[config.mk]
export PLATFORM = sky130hd
export DESIGN_NAME = wcn_isqrt
export DESIGN_NICKNAME = d
export VERILOG_FILES = /design/src/wcn_pkg.sv /design/src/wcn_isqrt.sv
export SDC_FILE = /design/constraint.sdc
export NUM_CORES = 1
export LEC_CHECK = 0
export ABC_AREA = 1
export BUFFER_PORTS_ARGS = -buffer_cell sky130_fd_sc_hd__buf_4
export CAP_MARGIN = 20
export CORE_MARGIN = 2
export CORE_UTILIZATION = 55
export DETAILED_ROUTE_END_ITERATION = 16
export GPL_ROUTABILITY_DRIVEN = 0
export GPL_TIMING_DRIVEN = 0
export HOLD_SLACK_MARGIN = 0.02
export PLACE_DENSITY = 0.81
export SETUP_SLACK_MARGIN = 0.5
export SLEW_MARGIN = 20
export SYNTH_ARGS = -nofsm -noshare
export SYNTH_HDL_FRONTEND = slang
export SYNTH_SLANG_ARGS = --single-unit
[constraint.sdc]
create_clock -name clk -period 3.91 [get_ports clk]
set_clock_uncertainty 0.2 [all_clocks]
set_input_delay 0.391 -clock clk [delete_from_list [all_inputs] [get_ports clk]]
set_output_delay 0.391 -clock clk [all_outputs]
set_load 0.05 [all_outputs]
[src/wcn_pkg.sv]
package wcn_pkg;

  localparam int WCN_COORD_FRAC_BITS = 16;
  localparam int JIT_BITS = 24;
  localparam int CELLS = 27;
  localparam int LEAVES = 32;
  localparam int ERR_W = 25;
  localparam int SQ_W = 2 * ERR_W;
  localparam int D2_W = 52;
  localparam int DIST_SHIFT = 16;
  localparam int RAD_W = D2_W - DIST_SHIFT;
  localparam int ROOT_W = RAD_W / 2;

  localparam logic [31:0] MIX_M1 = 32'h7feb352d;
  localparam logic [31:0] MIX_M2 = 32'h846ca68b;
  localparam logic [31:0] SEED_MUL = 32'h9e3779b1;
  localparam logic [31:0] SEED_ADD = 32'h01234567;
  localparam logic [31:0] HASH_X = 32'd73856093;
  localparam logic [31:0] HASH_Y = 32'd19349663;
  localparam logic [31:0] HASH_Z = 32'd83492791;
  localparam logic [31:0] JIT_Y_ADD = 32'h9e3779b1;
  localparam logic [31:0] JIT_Z_ADD = 32'h85ebca6b;
  localparam logic [D2_W-1:0] DIST_MAX = '1;

  // Offset codes for a neighbor cell: minus one, same, plus one
  localparam logic [1:0] OFS_NEG = 2'd0;
  localparam logic [1:0] OFS_ZERO = 2'd1;
  localparam logic [1:0] OFS_POS = 2'd2;

  typedef struct packed {
    logic [D2_W-1:0] f1;
    logic [D2_W-1:0] f2;
    logic [31:0]     hash;
  } best_t;

  function automatic logic [31:0] xorshr(logic [31:0] v, int sh);
    return v ^ (v >> sh);
  endfunction

  // First multiply of the avalanche mix
  function automatic logic [31:0] mix_a(logic [31:0] v);
    return 32'(xorshr(v, 16) * MIX_M1);
  endfunction

  // Second multiply of the avalanche mix
  function automatic logic [31:0] mix_b(logic [31:0] p);
    return 32'(xorshr(p, 15) * MIX_M2);
  endfunction

  // Final fold of the avalanche mix
  function automatic logic [31:0] mix_c(logic [31:0] p);
    return xorshr(p, 16);
  endfunction

  // Magnitude of offset + jitter - fraction, all Q.24
  function automatic logic [ERR_W-1:0] abs_err(logic [23:0] jit, logic [23:0] frac,
                                               logic [1:0] ofs);
    logic [ERR_W:0] e;
    logic [ERR_W:0] n;
    e = {2'b00, jit} - {2'b00, frac};
    if (ofs == OFS_NEG) begin
      e = e - (ERR_W+1)'(1 << JIT_BITS);
    end else if (ofs == OFS_POS) begin
      e = e + (ERR_W+1)'(1 << JIT_BITS);
    end
    n = ~e + 1'b1;
    return e[ERR_W] ? n[ERR_W-1:0] : e[ERR_W-1:0];
  endfunction

  // Merge two groups; a comes earlier in visit order and wins ties
  function automatic best_t merge_best(best_t a, best_t b);
    best_t r;
    if (b.f1 < a.f1) begin
      r.f1 = b.f1;
      r.hash = b.hash;
      r.f2 = (a.f1 < b.f2) ? a.f1 : b.f2;
    end else begin
      r.f1 = a.f1;
      r.hash = a.hash;
      r.f2 = (b.f1 < a.f2) ? b.f1 : a.f2;
    end
    return r;
  endfunction

endpackage

[src/wcn_isqrt.sv]
module wcn_isqrt import wcn_pkg::*; #(
  parameter int RAD_BITS = RAD_W
) (
  input  logic                  clk,
  input  logic                  en,
  input  logic [RAD_BITS-1:0]   rad,
  output logic [RAD_BITS/2-1:0] root
);

  localparam int RW = RAD_BITS / 2;
  localparam int MW = RW + 2;

  logic [MW-1:0]       rem_q  [RW];
  logic [RW-1:0]       root_q [RW];
  logic [RAD_BITS-1:0] rad_q  [RW];

  // One result bit per stage, restoring form
  for (genvar s = 0; s < RW; s++) begin : g_step
    logic [MW-1:0]       rem_in;
    logic [RW-1:0]       root_in;
    logic [RAD_BITS-1:0] rad_in;
    logic [MW-1:0]       cur;
    logic [MW-1:0]       test;

    if (s == 0) begin : g_first
      assign rem_in = '0;
      assign root_in = '0;
      assign rad_in = rad;
    end else begin : g_next
      assign rem_in = rem_q[s-1];
      assign root_in = root_q[s-1];
      assign rad_in = rad_q[s-1];
    end

    assign cur = {rem_in[MW-3:0], rad_in[RAD_BITS-1 -: 2]};
    assign test = {root_in, 2'b01};

    always_ff @(posedge clk) begin
      if (en) begin
        rad_q[s] <= rad_in << 2;
        if (cur >= test) begin
          rem_q[s] <= cur - test;
          root_q[s] <= {root_in[RW-2:0], 1'b1};
        end else begin
          rem_q[s] <= cur;
          root_q[s] <= {root_in[RW-2:0], 1'b0};
        end
      end
    end
  end

  assign root = root_q[RW-1];

endmodule

Word level (Yosys, flattened, before mapping):

Memory sizes are Yosys's and may differ from the RTL's.
Index checks and enable logic that the tools add are counted.

* logic and storage cells: 221
* RAM bits: 1296
* bits in registers: 0
* output and inout port bits: 18
* input port bits: 38
* memories kept: 3

* muxes and demuxes: 146
* $lt $le $gt $ge: 18
* add/sub/neg operators: 18
* bitwise gates (word level): 36

Memory list
* rad_q: depth 18, bits a word 34, read ports 17, clocked after Yosys merged registers in 0, write ports 18, RTL line wcn_isqrt.sv:15 `logic [RAD_BITS-1:0] rad_q [RW];`
* rem_q: depth 18, bits a word 20, read ports 17, clocked after Yosys merged registers in 0, write ports 18, RTL line wcn_isqrt.sv:13 `logic [MW-1:0] rem_q [RW];`
* root_q: depth 18, bits a word 18, read ports 18, clocked after Yosys merged registers in 0, write ports 18, RTL line wcn_isqrt.sv:14 `logic [RW-1:0] root_q [RW];`

Operators with widths (number)
* 20-bit two-way mux: 18
* 20-bit >= comparator: 17
* 20-bit subtractor: 17
* 18-bit two-way mux: 18
* 1-bit two-way mux: 110
* 1-bit OR: 36
* 2-bit by 1-bit subtractor with 3-bit output (second input constant): 1
* 2-bit by 1-bit >= comparator with 1-bit output (second input constant): 1

Longest topological paths before layout:

An unclocked memory read counts as a cell.

* word-level depth: 6
* gate-level depth with buffers: 14
* gate-level depth less buffers: 14

Least setup slack after synthesis:

No wires, ideal clock.

* path kind: input to register
* start: input en
* end: memory rem_q[7][20] (netlist bit) (enable)
* data required time: 3.307 ns
* path slack: 1.719 ns
* cell stages on the path: 3
* arrival: 1.588 ns
* cells stage by stage: buf_6 -> buf_6 -> clkbuf_1

RTL lines
* from (decl): RTL line wcn_isqrt.sv:5 `input logic en,`
* to (decl): RTL line wcn_isqrt.sv:13

==> results.py <==
metrics = {
    "setup_path": {
        "max_stage_delay_ns": 0.56,
        "cp-start-kind": "input port",
        "crit_type": "input port to register",
        "arrival_ns": 3.26,
        "required_ns": 4.02,
        "crit_start": "en",
        "cpMostUsedCell": "nand3_1",
        "cp_cell_sequence": "dlygate4sd3_1 -> buf_8 -> buf_16 -> inv_2 -> nor3_1 -> nand3_1 -> nor2_1 -> nand3_2 -> nand3_1 -> o21ai_0",
        "worstSetupEndpointType": "register",
        "cp_max_fo": 89,
        "cp_slowest_cell": "dlygate4sd3_1",
        "r2r_slack_ns": 1.15,
        "r2r-start": "rem_q[4][7]",
    },
    "drt": {
        "drt-pass1-iter-count": 6,
        "vias": 28900,
        "drt_iter0_drc": 2806,
        "wl_um": 84600,
        "routed_via_density": 5.426,
        "drcViolationCount": 0,
        "ant_nets": 0,
        "wire_per_inst_um": 15.88,
    },
    "timing": {
        "fin_crit_sh": 0.8034,
        "clock.fmax_mhz": 318.3,
        "holdWs_ns": 0.2148,
        "setup_ws_ns": 0.7686,
        "fin_tns_setup_ns": 0,
        "tightest_slew_ns": 0.7869,
        "setup_viol": 0,
        "slew_headroom": 0.4754,
        "hold_viol_final": 0,
        "min_period_ns": 3.141,
        "finalMaxSlewViolations": 0,
        "grt_setup_unrepaired": "no",
    },
    "cts": {
        "clock-sinks": 763,
        "h-tree-depth": 3,
        "post_cts_buffers": 0,
        "cts_buffers": 79,
        "clock-root-buffer": "clkbuf_16",
        "clock_latency_ns": 0.64,
        "ctsLongestPathBuffers": 3,
        "path_clk_slew_ns": 0.06,
        "cts_tree": "done",
    },
    "final_layout": {
        "most-common-layout-cells": "nand2_1 (1,102), edfxtp_1 (762), inv_1 (637)",
        "diodes": 0,
        "drive_above_1_share": 0.07539,
        "utilization": 0.6228,
        "area_growth_pct": 11.86,
        "final_area_sq_mm": 0.04460,
        "fin_nets": 4548,
        "fill_cells": 5604,
        "layout_commonest_cell": "nand2_1",
    },
    "synth": {
        "ys_seq_area_frac": 0.5744,
        "syn_area_per_cell_sq_um": 9.629,
        "synth_xor_area_frac": 0.02768,
        "synthArstFlopShare": 0,
        "syn-instance-count": 4141,
        "synth_top_area_share": 0.5739,
        "muxShareOfSynthArea": 0,
        "ys_warn_count": 0,
        "synth_top_family_by_area": "simple AND/OR/NAND/NOR gates",
        "synth.net_count": 4370,
        "yosys_register_bits": 763,
        "synth_top_area_cell": "edfxtp_1",
        "ys_types": 56,
        "yosys.area_share.simple": 0.2151,
        "synth-compound-area-share": 0.05322,
        "syn-cell-area_sq_mm": 0.03987,
        "yosys_most_used_dff": "edfxtp_1",
        "synthTopCellsByArea": "edfxtp_1 (57%), nand2_1 (10%), inv_1 (6.0%)",
        "synth_edf_count": 762,
        "synthAdderAreaFrac": 0.05994,
    },
    "die": {
        "io_pins": 56,
        "dieWidth_um": 273.3,
        "initial_core_util": 0.5568,
        "die_height_um": 273.3,
        "num_rows": 98,
        "core_area_sq_mm": 0.07161,
        "dieArea_sq_mm": 0.07467,
    },
    "pwr": {
        "power_density_mw_per_mm2": 495.2,
        "leakagePower_nw": 19.58,
        "ir_drop_uv": 414.9,
    },
    "hold_path": {
        "hp-start": "rad_q[8][26]",
        "hold_class": "register to register",
    },
    "place": {
        "dp_slack_ns": 0.6363,
        "dpl_cell_area_sq_mm": 0.04163,
        "io_buffers": 55,
        "dpl.hpwl_um": 61300,
    },
    "status": {
        "status": "finished, final reports clean",
    },
    "global_route": {
        "grt_pass1_wl_um": 137300,
        "grt_util_all_layers": 0.2286,
        "grt_max_degree": 101,
        "grt_pass1_vias": 27850,
        "gr-total-overflow": 0,
        "antenna_found_initial": 0,
    },
    "run": {
        "maxCapViolCount": 0,
    },
}
## final timing paths
kind | to | cells past startpoint
max | rem_q[2][27] | 10
min | rad_q[9][28] | 0
max reg2reg | rem_q[4][37] | 10
min reg2reg | rad_q[9][28] | 0
## power by group
part           internal (W)  switching, W
logic               0.00140       0.00262
registers            0.0100      0.000493
clock network       0.00441       0.00315
total                0.0158       0.00626
## Yosys cell counts (5+ instances only)
cell type,count
a21o_1,9
nor2_4,8
o21ai_1,28
nand4_1,69
o21ai_0,116
inv_1,637
nand3_1,274
and2_1,5
edfxtp_1,762
nand2_2,14
o21ai_2,14
nor3_1,62
nand2_1,1102
ha_1,191
buf_2,6
clkbuf_1,19
inv_2,6
or2_2,12
nor2_1,350
xnor2_1,50
o21bai_1,11
nor2_2,18
nand3_2,9
a21oi_1,177
xor2_1,76
nand3b_1,33
a21oi_2,14
buf_6,16
and3_1,6
## cells by family (layout without fill, tap and decap cells)
kind of cell,Yosys count,after routing
XOR/XNOR,126,126
flip-flops,763,763
AO/OA/AOI/OAI,384,384
AND/OR/NAND/NOR,1982,1982
adder cells (fa/ha/maj),191,191
buffers and inverters,695,931
## worst max-delay path, delay by kind of cell
family          cells  cell delay, ns
compound gates      1            0.20
simple gates        5            0.97
buf+inv             4            1.62
## registers in the layout (all words and copies together), names as in the netlist
register	count
rem_q	286
rad_q	306
root_q	171
## stage by stage
step | power, W | cells
5_1_grt | 0.02311 | 5327
3_5_place_dp | 0.01455 | 5151
3_3_place_gp | 0.01441 | 5146
2_1_floorplan | 0.01342 | 4141
6_report | 0.02209 | 5327
4_1_cts | 0.02215 | 5327
## repair_timing
action	in CTS	in global routing
gates resized for setup	0	0
hold buffers	37	0
hold endpoints to repair	80	0
## routing by layer
metal | part of all wire | vias up | GRT usage | wire, um
met5 | 0 | - | 0 | 0
met4 | 0.043 | 0 | 0.09175 | 3617
met3 | 0.067 | 258 | 0.03465 | 5686
met2 | 0.48 | 1137 | 0.3888 | 40230
met1 | 0.41 | 13360 | 0.2945 | 35070
li1 | - | 14150 | - | -
## cell type report
type                       instances  area (sq um)  share of cell area
multi-input combinational       2683         14190              0.3182
clock buffer                      93          2029             0.04550
clock inverter                    46         568.0             0.01274
inverter                         648          2442             0.05476
buffer                            47         356.6            0.007995
sequential                       763         22900              0.5135
timing repair buffer              97         920.9             0.02065
tap                              950          1189             0.02665
(Power assumes the default switching activity.)
